**src/rtl/core/assert_macros.svh**
```systemverilog
// assertion helpers shared by the rtl
`ifndef ASSERT_MACROS_SVH
`define ASSERT_MACROS_SVH

`ifndef NO_ASSERTIONS
// checked property, masked while reset is held
`define CMH_ASSERT(name, prop, msg) \
  name: assert property (@(posedge clk_i) disable iff (!rst_ni) prop) else $error(msg);
// checked property, also during reset
`define CMH_ASSERT_ALWAYS(name, prop, msg) \
  name: assert property (@(posedge clk_i) prop) else $error(msg);
`else
`define CMH_ASSERT(name, prop, msg)
`define CMH_ASSERT_ALWAYS(name, prop, msg)
`endif

`endif

```
**src/rtl/core/cmh_ram.sv**
```systemverilog
module cmh_ram #(
  parameter int unsigned WIDTH = 8,
  parameter int unsigned DEPTH = 256
) (
  input  logic                     clk_i,
  input  logic                     we_i,
  input  logic [$clog2(DEPTH)-1:0] waddr_i,
  input  logic [WIDTH-1:0]         wdata_i,
  input  logic                     re_i,
  input  logic [$clog2(DEPTH)-1:0] raddr_i,
  output logic [WIDTH-1:0]         rdata_o
);

  logic [WIDTH-1:0] mem [DEPTH];

  // write port
  always_ff @(posedge clk_i) begin
    if (we_i) begin
      mem[waddr_i] <= wdata_i;
    end
  end

  // registered read port
  always_ff @(posedge clk_i) begin
    if (re_i) begin
      rdata_o <= mem[raddr_i];
    end
  end

endmodule

```
**config.mk**
```make
export PLATFORM = sky130hd
export DESIGN_NAME = cmh_ram
export DESIGN_NICKNAME = d
export VERILOG_FILES = /design/src/rtl/core/assert_macros.svh /design/src/rtl/core/cmh_ram.sv
export SDC_FILE = /design/constraint.sdc
export NUM_CORES = 2
export LEC_CHECK = 0
export BUFFER_PORTS_ARGS = -buffer_cell sky130_fd_sc_hd__clkbuf_2
export CAP_MARGIN = 40
export CORE_ASPECT_RATIO = 1.4
export CORE_UTILIZATION = 45
export DETAILED_ROUTE_END_ITERATION = 6
export PLACE_DENSITY = 0.7
export SLEW_MARGIN = 20
export SYNTH_ARGS = -nofsm -noshare
export SYNTH_HDL_FRONTEND = slang
export SYNTH_SLANG_ARGS = --single-unit
```
**constraint.sdc**
```tcl
create_clock -name clk_i -period 7 [get_ports clk_i]
set_clock_uncertainty 0.05 [all_clocks]
set_input_delay 0.7 -clock clk_i [delete_from_list [all_inputs] [get_ports clk_i]]
set_output_delay 0.7 -clock clk_i [all_outputs]
set_load 0.02 [all_outputs]
```
# Word-level counts from Yosys, hierarchy flattened
# Memory sizes are Yosys's and may differ from the RTL's. A register that Yosys moved wholly into a read port is not among the register bits.
# Index checks and enable logic that the tools add are counted.
# totals
ff_bits	0
ram_bits	2048
input_bits	27
output_inout_bits	8
elab_cells	3
memories	1
# classes
muxes	2
# mem_list
memory	words	width	read_ports	rd_clocked_by_memory_dff	write_ports	line_no	rtl
mem	256	8	1	1	1	cmh_ram.sv:14	logic [WIDTH-1:0] mem [DEPTH];
# ops
op	count
1-bit two-way mux	2

# Longest topological paths before layout
# logic_depth
depth_word	2
ltp_mapped	11
depth_no_buf	6

# Least setup slack after synthesis
# No wires, ideal clock.
# synth_path
path_type	input -> register
from	input port raddr_i[0]
to	register rdata_o[2] (read register of mem), data pin
setup_time_ps	269
t_arrival_ps	2507
required_ps	6681
setup_slack_ps	4174
stages	9
n_path_buf	4
path_cell_list	buf_6 buf_12 buf_8 buf_2 mux4_2 a22oi_1 a21oi_1 nor4_1 nor4_2
# synth_lines
item	line_no	rtl
from (decl)	cmh_ram.sv:10	input logic [$clog2(DEPTH)-1:0] raddr_i,
to (decl)	cmh_ram.sv:11	output logic [WIDTH-1:0] rdata_o

==> out/results.ini <==
[outcome]
status = completed

[placement]
hpwl_mm = 124.0
port_buffers = 34
dp_slack_ns = 2.317
gp_congestion = 0.8939

[critical_path]
path_cells = buf_4, buf_4, and2_1, buf_4, a22oi_1, a21oi_1, nor3_1, nor4_1
startpoint_type = input pin
crit_start = raddr_i[2]
worst_r2r_path_depth = 5
crit_path_max_fanout = 30
cp.arrival_ns = 4.35
worstPathRequired_ns = 7.55
rr_startpoint = mem[138][5]
timing.critical_path.mode_cell = buf_4
crit_type = in2reg
crit_buf_inv = 3
cp_slowest_cell = a21oi_1
crit_path_max_incr_delay_ns = 0.72
endpoint_kind = register
rr_endpoint = rdata_o[5]
cpLargestDelayFamily = buffers and inverters
path_depth = 8
r2r_setup_slack_ns = 4.14
crit_end = rdata_o[7]

[job]
max_cap_viol_count = 0

[synth]
synth_top_area_share_pct = 77.53
synth_top_area_cell = edfxtp_1
synthArstFlopShare_pct = 0
avgSynthCellArea_um2 = 21.33
synth_edf_count = 2056
ys_seq_elements = 2056
yosys-top-cells-area = edfxtp_1 78%, mux4_2 13%, mux2i_1 1.7%
synth_flop_cell = edfxtp_1
yosysUniqueCellTypes = 54
seq_area_frac_synth_pct = 77.53
synth_fp_nets = 3760
syn_inst = 3733
ys_warn_count = 0
synthesis.area_mm2 = 0.07964

[layout]
final_util_pct = 50.64
final_nets = 3936
drive_gt1_share_pct = 23.87
fill_cells = 13594
area_growth_pct = 11.78

[timing]
tns_ns = 0
finalSetupViolations = 0
finalWorstSetupSlack_ns = 3.200
slew_violations = 0
relSlewSlack_pct = 24.85
worst_slew_pin_slew_ns = 1.127
hold_viol_final = 0
rsz0062_at_grt = no
finalCritPeriodShare_pct = 54.28
period_needed_ns = 3.800
fmax_mhz = 263.2

[pwr]
swShare_pct = 21.14
clock_power_share_pct = 39.8
finalPower_uw = 24650
switchingPower_uw = 5210
pwr_density_cell_mw_per_mm2 = 276.9
comb_power_share_pct = 5.0
p_leak_uw = 0.02739
p_seq_share_pct = 55.2
ir_drop_v = 0.0002081
cellInternalPower_uw = 19440

[die]
die_x_um = 357.5
fp.dieH_um = 499.8
io_pins = 35
design.die.area_mm2 = 0.1787
initial_core_util_pct = 45.30
core-area_mm2 = 0.1758
rows = 182

[clock_tree]
cts_setup_buffers = 0
cts_tree = done
cts_hold_buf = 0
clkTransAtPathRegs_ns = 0.07
clockBufferDepth = 3
clock_sinks = 2056
htree_levels = 4
cts_resized = 0
root_buffer = clkbuf_16
clk-insertion-delay-late_ns = 0.82
numCtsBuffers = 175

[drt]
viasPerCell = 6.196
firstDrtPassIters = 6
drt_wl_total_mm = 197.7
drc = 0
wl_per_cell_um = 31.13
antenna_left = 0
wl_met3_mm = 16.19
top_layer_used = met5
drtIter0Drc = 5049
vias = 39347
wl_met1_mm = 69.96
route.met2.wl_mm = 100.4

[grt]
grt_pass1_wl_mm = 284.2
antenna_found_initial = 11
grt_pass1_vias = 39613
grt-ovfl-total = 0
grt_max_degree = 195
grt_usage_pct = 22.25

[hold_path]
hold_path_startpoint = wdata_i[3]
hold_path.class = in2reg

[stage by stage]
step / hold WS (ns) / cell area [um^2] / std cells
finish: 0.2918 / 89020 / 6350
global route: 0.2783 / 89010 / 6348
CTS: 0.2609 / 88600 / 6297
detailed placement: 0.9653 / 82870 / 5982
global placement: 1.000 / 82120 / 5913
floorplan: 0.7489 / 79640 / 3733
[power by group through the flow]
stage                     sequential, uW  clock [uW]  combinational, uW
final                              13600        9820               1240
after detailed placement           13900           0               1230
after floorplan                    13900           0                659
after global routing               13600       10300               1290
after CTS                          13600        9910               1230
after global placement             13900           0               1180
[synthesized netlist by cell type (2+ instances only)]
| cell | number |
|---|---|
| o32ai_1 | 4 |
| edfxtp_1 | 2056 |
| a22oi_1 | 133 |
| nand2b_1 | 8 |
| a211oi_1 | 16 |
| a2111oi_1 | 2 |
| clkbuf_1 | 111 |
| mux4_1 | 2 |
| mux4_2 | 454 |
| buf_1 | 22 |
| a2111oi_0 | 2 |
| buf_2 | 31 |
| nor3_1 | 22 |
| or2_2 | 4 |
| nor2b_1 | 31 |
| buf_6 | 21 |
| o221ai_1 | 46 |
| o21ai_1 | 2 |
| mux2i_1 | 134 |
| and3b_1 | 2 |
| buf_12 | 8 |
| o22a_1 | 5 |
| a311oi_1 | 2 |
| nand3b_1 | 2 |
| o211ai_1 | 10 |
| nor4_1 | 24 |
| a22o_1 | 8 |
| buf_8 | 13 |
| nand4_1 | 10 |
| and2_1 | 6 |
| nor4_2 | 3 |
| a221oi_1 | 13 |
| o22ai_1 | 28 |
| nand3_1 | 34 |
| a31oi_1 | 2 |
| o21ai_0 | 10 |
| a21oi_1 | 96 |
| nand2_1 | 33 |
| buf_4 | 27 |
| nor2_1 | 282 |
[area by class of cell]
class                           count  area (um^2)  area share, %
Antenna cell                        3        7.507       0.008433
Clock buffer                      211         4599          5.167
Clock inverter                    104         1130          1.269
Inverter                            2        7.507       0.008433
Multi-Input combinational cell   1442        16530          18.57
Sequential cell                  2056        61740          69.36
Tap cell                         2300         2878          3.233
Timing Repair Buffer              232         2125          2.387
[logic make-up after synthesis]
group,after synthesis,synth area share (%)
muxes,591,14.60
and+or+nand+nor,466,2.625
DFF,2056,77.53
AOI/OAI and AO/OA,385,3.416
buffers and inverters,235,1.829
[worst min-delay path by stage]
| stage | to | slack [ns] | depth (start not counted) |
|---|---|---|---|
| 6_report | mem[205][3] | 0.29 | 1 |
| 5_1_grt | mem[146][2] | 0.28 | 1 |
| 4_1_cts | mem[146][2] | 0.26 | 1 |
| 3_5_place_dp | rdata_o[5] | 0.97 | 5 |
| 3_3_place_gp | rdata_o[5] | 1.00 | 5 |
| 2_1_floorplan | mem[0][0] | 0.75 | 0 |
[cell usage in the layout (no fill, tap or decap), types with 5 or more instances in the layout]
cell | netlist | final
a211oi_1 | 16 | 16
a21oi_1 | 96 | 96
a221oi_1 | 13 | 13
a22o_1 | 8 | 8
a22oi_1 | 133 | 133
and2_1 | 6 | 5
buf_12 | 8 | 15
buf_16 | 0 | 7
buf_2 | 31 | 6
buf_4 | 27 | 162
buf_8 | 13 | 8
bufinv_16 | 0 | 20
clkbuf_1 | 111 | 32
clkbuf_16 | 0 | 179
clkbuf_2 | 0 | 22
clkbuf_8 | 0 | 8
clkinv_1 | 1 | 31
clkinv_2 | 0 | 30
clkinv_4 | 0 | 5
clkinvlp_4 | 0 | 8
edfxtp_1 | 2056 | 2056
inv_6 | 0 | 5
mux2i_1 | 134 | 134
mux4_2 | 454 | 454
nand2_1 | 33 | 33
nand2b_1 | 8 | 8
nand3_1 | 34 | 34
nand4_1 | 10 | 10
nor2_1 | 282 | 279
nor2b_1 | 31 | 28
nor3_1 | 22 | 22
nor4_1 | 24 | 17
nor4_2 | 3 | 10
o211ai_1 | 10 | 10
o21ai_0 | 10 | 10
o221ai_1 | 46 | 46
o22a_1 | 5 | 5
o22ai_1 | 28 | 28
[sequential cells by signal (all words and copies together), names as in the netlist]
register	flops
rdata_o	8
mem	2048
[layer usage]
layer | track usage, % | vias to the layer above
li1 | - | 16025
met1 | 27.91 | 20774
met2 | 37.11 | 2118
met3 | 3.858 | 418
met4 | 11.42 | 12
met5 | 0 | -
(Power assumes the default switching activity.)
