File: config.mk
export PLATFORM = sky130hd
export DESIGN_NAME = cmh_hash
export DESIGN_NICKNAME = d
export VERILOG_FILES = /design/src/rtl/core/assert_macros.svh /design/src/rtl/core/cmh_pkg.sv /design/src/rtl/core/cmh_hash.sv
export SDC_FILE = /design/constraint.sdc
export NUM_CORES = 1
export LEC_CHECK = 0
export ABC_CLOCK_PERIOD_IN_PS = 2460
export CAP_MARGIN = 10
export CORE_ASPECT_RATIO = 1.25
export CORE_MARGIN = 2
export CORE_UTILIZATION = 55
export DETAILED_ROUTE_END_ITERATION = 16
export DONT_BUFFER_PORTS = 1
export GPL_TIMING_DRIVEN = 0
export HOLD_SLACK_MARGIN = 0.06
export PLACE_DENSITY = 0.73
export SYNTH_ARGS = -nofsm -noshare
export SYNTH_HDL_FRONTEND = slang
export SYNTH_SLANG_ARGS = --single-unit
File: constraint.sdc
create_clock -name clk_i -period 2.46 [get_ports clk_i]
set_input_delay 0.123 -clock clk_i [delete_from_list [all_inputs] [get_ports clk_i]]
set_output_delay 0.123 -clock clk_i [all_outputs]
set_load 0.005 [all_outputs]
File: src/rtl/core/assert_macros.svh
// assertion helpers shared by the rtl
`ifndef ASSERT_MACROS_SVH
`define ASSERT_MACROS_SVH

`ifndef NO_ASSERTIONS
// checked property, masked while reset is held
`define CMH_ASSERT(name, prop, msg) \
  name: assert property (@(posedge clk_i) disable iff (!rst_ni) prop) else $error(msg);
// checked property, also during reset
`define CMH_ASSERT_ALWAYS(name, prop, msg) \
  name: assert property (@(posedge clk_i) prop) else $error(msg);
`else
`define CMH_ASSERT(name, prop, msg)
`define CMH_ASSERT_ALWAYS(name, prop, msg)
`endif

`endif

File: src/rtl/core/cmh_pkg.sv
package cmh_pkg;

  // hash constants
  localparam logic [31:0] HASH_SEED  = 32'd5381;
  localparam int unsigned HASH_SHIFT = 5;

  // request codes
  typedef enum logic [1:0] {
    OP_GET    = 2'd0,
    OP_SET    = 2'd1,
    OP_REMOVE = 2'd2
  } op_e;

  // result codes
  typedef enum logic [1:0] {
    STAT_OK        = 2'd0,
    STAT_NOT_FOUND = 2'd1,
    STAT_FULL      = 2'd2
  } status_e;

  // start request to the hash unit
  typedef struct packed {
    logic       start;
    logic [3:0] len;
  } hash_req_t;

  // length of text up to the first zero byte, capped at n and at eight
  function automatic logic [3:0] text_len(logic [63:0] v, logic [3:0] n);
    logic [3:0] lim;
    logic [3:0] cnt;
    logic       stop;
    lim  = (n > 4'd8) ? 4'd8 : n;
    cnt  = 4'd0;
    stop = 1'b0;
    for (int i = 0; i < 8; i++) begin
      if (!stop && (4'(i) < lim) && (v[8*i +: 8] != 8'h00)) begin
        cnt = cnt + 4'd1;
      end else begin
        stop = 1'b1;
      end
    end
    return cnt;
  endfunction

  // keep the low n bytes, zero the rest
  function automatic logic [63:0] low_bytes(logic [63:0] v, logic [3:0] n);
    logic [63:0] r;
    r = v;
    for (int i = 0; i < 8; i++) begin
      if (4'(i) >= n) begin
        r[8*i +: 8] = 8'h00;
      end
    end
    return r;
  endfunction

endpackage

File: src/rtl/core/cmh_hash.sv
module cmh_hash (
  input  logic               clk_i,
  input  logic               rst_ni,
  input  cmh_pkg::hash_req_t req_i,
  input  logic [63:0]        key_i,
  output logic               done_o,
  output logic [31:0]        hash_o
);

  import cmh_pkg::*;

  logic        busy_q, busy_d;
  logic [3:0]  cnt_q, cnt_d;
  logic [3:0]  len_q, len_d;
  logic [63:0] key_q, key_d;
  logic [31:0] h_q, h_d;

  // one key byte per cycle: h = h*33 xor byte
  always_comb begin
    busy_d = busy_q;
    cnt_d  = cnt_q;
    len_d  = len_q;
    key_d  = key_q;
    h_d    = h_q;
    if (req_i.start) begin
      busy_d = 1'b1;
      cnt_d  = 4'd0;
      len_d  = req_i.len;
      key_d  = key_i;
      h_d    = HASH_SEED;
    end else if (busy_q) begin
      if (cnt_q < len_q) begin
        h_d   = ((h_q << HASH_SHIFT) + h_q) ^ {24'd0, key_q[{cnt_q[2:0], 3'b000} +: 8]};
        cnt_d = cnt_q + 4'd1;
      end else begin
        busy_d = 1'b0;
      end
    end
  end

  always_ff @(posedge clk_i or negedge rst_ni) begin
    if (!rst_ni) begin
      busy_q <= 1'b0;
      cnt_q  <= 4'd0;
      len_q  <= 4'd0;
      key_q  <= 64'd0;
      h_q    <= 32'd0;
    end else begin
      busy_q <= busy_d;
      cnt_q  <= cnt_d;
      len_q  <= len_d;
      key_q  <= key_d;
      h_q    <= h_d;
    end
  end

  assign done_o = busy_q && (cnt_q >= len_q);
  assign hash_o = h_q;

endmodule

======== Word-level counts from Yosys, hierarchy flattened ========
Cells that the tools add are included.
cells by class
  add/sub/neg operators ................... 2
  shifts and indexed selects .............. 1
  order comparisons ....................... 2
  bitwise logic cells ..................... 1
  reductions and logical operators ........ 4
  mux-type cells .......................... 9
operators by type and width
  kind                                                            number
  32-bit 2-to-1 mux                                               3
  64-bit by 7-bit variable part select with 8-bit output          1
  32-bit adder                                                    1
  32-bit by 8-bit XOR with 32-bit output                          1
  4-bit 2-to-1 mux                                                3
  4-bit by 1-bit adder with 4-bit output (second input constant)  1
  4-bit >= comparator                                             1
  4-bit < comparator                                              1
  2-bit nonzero test                                              2
  1-bit 2-to-1 mux                                                3
  2-bit AND reduction                                             1
  1-bit logical AND                                               1
storage, ports and cells
  output and inout port bits .............. 33
  input port bits ......................... 71
  flip-flop bits (word level) ............. 105

======== Logic depth before layout (Yosys ltp) ========
  depth after elaboration ................. 5
  mapped depth ............................ 9
  mapped depth without buffers ............ 9

======== Worst setup path before layout ========
No wires, ideal clock.
  path type ............................... reg-to-reg
  start ................................... register h_q[0] (netlist: hash_o[0])
  end ..................................... register h_q[27] (netlist: hash_o[27])
  required time ........................... 2.338 ns
  arrival time ............................ 2.510 ns
  setup time .............................. 0.122 ns
  buffers on the path ..................... 0
  path slack .............................. -0.171 ns
  cell stages (with the launch flop) ...... 10
  cells stage by stage .................... dfrtp_1 > ha_1 > fa_1 > a21oi_1 > nand3b_1 > a21oi_2 > o211a_1 > o21ba_1 > or4_1 > a32o_1
between the ends
  longest elaborated chain between the ends .. 5
ends and longest elaborated chain
  item                                    line            source
  start: declaration                      cmh_hash.sv:16  logic [31:0] h_q, h_d;
  start signal: assignment                cmh_hash.sv:47  h_q <= 32'd0;
  start signal: assignment                cmh_hash.sv:53  h_q <= h_d;
  32-bit adder                            cmh_hash.sv:33  h_d = ((h_q << HASH_SHIFT) + h_q) ^ {24'd0, key_q[{cnt_q[2:0], 3'b000} +: 8]};
  32-bit by 8-bit XOR with 32-bit output  cmh_hash.sv:33
  32-bit 2-to-1 mux                       cmh_hash.sv:32  if (cnt_q < len_q) begin
  32-bit 2-to-1 mux                       cmh_hash.sv:31  end else if (busy_q) begin
  32-bit 2-to-1 mux                       cmh_hash.sv:25  if (req_i.start) begin
No other way between the ends. The select of a mux whose other input is x is not followed.
A chain may end at the register's enable or synchronous reset.

======== Final worst setup path ========
Same ends and word-level chain as after synthesis.

==> impl_metrics.ini <==
[status]
status = complete, but fails checks
violations = hold timing, setup timing

[worst_setup_path]
startpoint = hash_o[0]$_DFFE_PN0P_
r2r-start = hash_o[0]$_DFFE_PN0P_
rrSetupSlack_ns = -0.16
crit_path_frequent_cell = a21oi_2
worstSetupStartpointType = flip-flop
cp_max_fo = 4
crit_type = reg2reg
r2r_cells = 9
r2r-end = hash_o[27]$_DFFE_PN0P_
arrival_ns = 2.87
path_cells = ha_4 -> fa_2 -> a21oi_2 -> nand3b_1 -> a21oi_2 -> o211a_1 -> o21ba_4 -> or4_1 -> a32o_1
required_ns = 2.70
worstSetupEndpointType = flip-flop
slowest_stage = dfrtp_2
cpPeakStageDelay_ns = 0.47

[grt]
grt_pass1_vias = 5241
grt_max_degree = 106
grt_pass1_wl_microns = 27400
antenna_found_initial = 0
track_usage_pct = 30.2
grt_overflow = 0

[placement]
dp_hpwl_microns = 11300
gp_congestion = 0.926
placed_area_sq_mm = 0.00616
dp_slack_ns = -0.569
portBuffers = 0

[cells_and_area]
nets = 734
syn_to_final_growth_pct = 27.1
seq_area_sq_mm = 0.00264
drive_gt1_share_pct = 29.1
fill_cells = 707
diodes = 0
multi_input_area_sq_mm = 0.00350
final_cell_area_sq_mm = 0.00761

[clock_network]
cts_tree = done
clk_pin_slew_ns = 0.08
cts-root-buf = clkbuf_16
postCtsHoldBufs = 68
cts_buffer_depth = 2
cts-buffers-inserted = 9
clk-insertion-delay-late_ns = 0.35
clock_sinks = 105
ctsHtreeMaxLevel = 3

[synthesis]
ys_seq_elements = 105
synth_top_family_by_area = multiplexers
postSynthNetCount = 644
synth_async_sr_flop_share_pct = 100
syn_avg_cell_area_sq_um = 11.1
synthXorXnorAreaFrac_pct = 3.07
netlist_area_sq_mm = 0.00598
synth_cell_types = 57
synthFlopType = dfrtp_1
synthAdderAreaFrac_pct = 6.82
yosysTopAreaCellShare_pct = 43.9
synth_warnings = 0
synthSimpleGateAreaFrac_pct = 9.73
ys_seq_area_share_pct = 43.9
yosysTopAreaCell = dfrtp_1
synth_compound_area_share_pct = 13.7
synthMuxAreaShare_pct = 20.0
synth_edf_count = 0
yosys-top-cells-area = dfrtp_1, mux2_2, ha_1
postSynthCellCount = 541

[power_and_ir_drop]
pwr-share-seq_pct = 32.0
switching_power_mw = 3.15
p_leak_nw = 3.09
switching_share_pct = 40.4
power_density_mw_per_mm2 = 1030
pwr-share-comb_pct = 48.5
vdd.ir_drop.worst_mv = 0.620
internal_power_mw = 4.65
p_clk_share_pct = 19.5

[routing]
post_drt_wl_per_cell_microns = 22.8
drtPass1Iterations = 5
vias_per_cell = 6.35
drt_wl_total_microns = 17500
ant_nets = 0
route.detailed.drc = 0
drt_iter0_drc = 223
dr_total_vias = 4879

[sta]
slew_headroom_pct = 48.3
skew_ns = 0.0106
finalHoldViolCount = 105
fin_crit_ns = 2.62
worst_hold_slack_ns = -0.547
setup_violations = 3
max_freq_mhz = 381
fin_crit_sh_pct = 107
tightest_slew_ns = 0.776
rsz0062_at_grt = yes
fin_ws_ns = -0.164
slew_viol_final = 0

[floorplan]
start_util_pct = 56.4
core_area_sq_mm = 0.0106
die_area_sq_mm = 0.0117
die_y_microns = 121
rows = 42
die_x_microns = 97.3
io_pins = 104

[worst_hold_path]
hold_class = in2async

[flow_run]
drv_cap = 0
-- what timing repair did --
item	in CTS	in global routing
endpoints found under the hold margin	173	105
endpoints found under the setup margin	36	31
gates resized for setup	42	54
buffers inserted	10	6
pin swaps	11	18
-- cells in the final DEF (no fill, tap or decap), types with 4 or more instances in the layout --
master	count
nand3_1	6
a211oi_1	5
mux2i_1	9
o21ai_1	4
nor2_1	25
nor3_1	4
buf_1	5
o21a_1	4
o21ai_0	18
xor2_1	6
dfrtp_2	9
a21o_1	6
a21oi_1	40
clkbuf_1	8
inv_1	12
nand2_1	44
ha_1	19
mux2_2	65
a21oi_2	6
ha_4	10
buf_4	15
nand4_1	6
or3_1	6
clkbuf_16	9
dlygate4sd3_1	68
o21ai_2	4
o31ai_1	4
nor2b_1	4
buf_6	4
xnor2_1	15
o211ai_1	5
mux4_2	16
dfrtp_1	96
and2_1	4
-- layout make-up --
cell class	count	share of cell area, %
Inverter	13	0.642
Clock inverter	7	1.17
Multi-Input combinational cell	393	46.0
Clock buffer	9	2.96
Buffer	25	1.78
Tap cell	132	2.17
Timing Repair Buffer	84	10.6
Sequential cell	105	34.7
-- per-layer routing --
metal	track usage, %	up-vias	routed length, microns
li1	-	2180	-
met1	33.1	2420	6240
met2	53.7	208	9270
met3	6.88	71	1010
met4	17.5	0	1010
met5	0	-	0
-- flip-flops by register name (all words and copies together), names as in the netlist --
register,cells
busy_q,1
cnt_q,4
hash_o,32
key_q,64
len_q,4
-- stage by stage --
stage	power [mW]	hold WS [ns]	util, %	cells	TNS, ns
final	7.80	-0.547	71.7	768	-0.393
after global routing	8.27	-0.559	71.7	768	-1.21
after CTS	7.40	-0.552	69.3	767	-0.594
after detailed placement	5.57	-0.170	58.0	673	-13.57
after global placement	5.48	-0.169	58.0	673	-12.94
after floorplan	4.79	-0.173	-	541	-0.0320
-- power by group through the flow --
stage | combinational [mW] | clock [mW] | sequential, mW
after floorplan | 2.49 | 0 | 2.30
after global placement | 3.04 | 0 | 2.44
after detailed placement | 3.12 | 0 | 2.45
after CTS | 3.42 | 1.53 | 2.45
after global routing | 4.11 | 1.62 | 2.54
final | 3.78 | 1.52 | 2.49
-- worst max-delay path by stage --
stage,slack [ns],cells past startpoint,to
after floorplan,-0.03,9,hash_o[27]$_DFFE_PN0P_
after global placement,-0.53,9,hash_o[29]$_DFFE_PN0P_
after detailed placement,-0.57,9,hash_o[16]$_DFFE_PN0P_
after CTS,-0.20,9,hash_o[27]$_DFFE_PN0P_
after global routing,-0.25,10,hash_o[31]$_DFFE_PN0P_
final,-0.16,9,hash_o[27]$_DFFE_PN0P_
-- worst max-delay path: cells and delay by family, from the launching register on --
| kind | cells | cell delay [ns] |
|---|---|---|
| compound gates | 5 | 0.94 |
| simple gates | 2 | 0.56 |
| fa+ha+maj | 2 | 0.54 |
| flops | 1 | 0.47 |
-- cells by family after synthesis --
| logic type | count (synthesis) |
|---|---|
| AO/OA/AOI/OAI | 128 |
| AND/OR/NAND/NOR | 121 |
| flip-flops | 105 |
| multiplexers | 91 |
| buffers and inverters | 43 |
| adder cells (fa/ha/maj) | 32 |
| XOR/XNOR | 21 |
-- synth_stat cells, types with 7 or more instances --
master	n
clkbuf_1	19
nor2_1	25
xnor2_1	15
mux2i_1	9
nand2_1	46
a21oi_1	46
inv_1	13
mux2_2	66
buf_1	7
ha_1	31
mux4_2	16
o21ai_0	27
dfrtp_1	105
(Power assumes the default switching activity.)
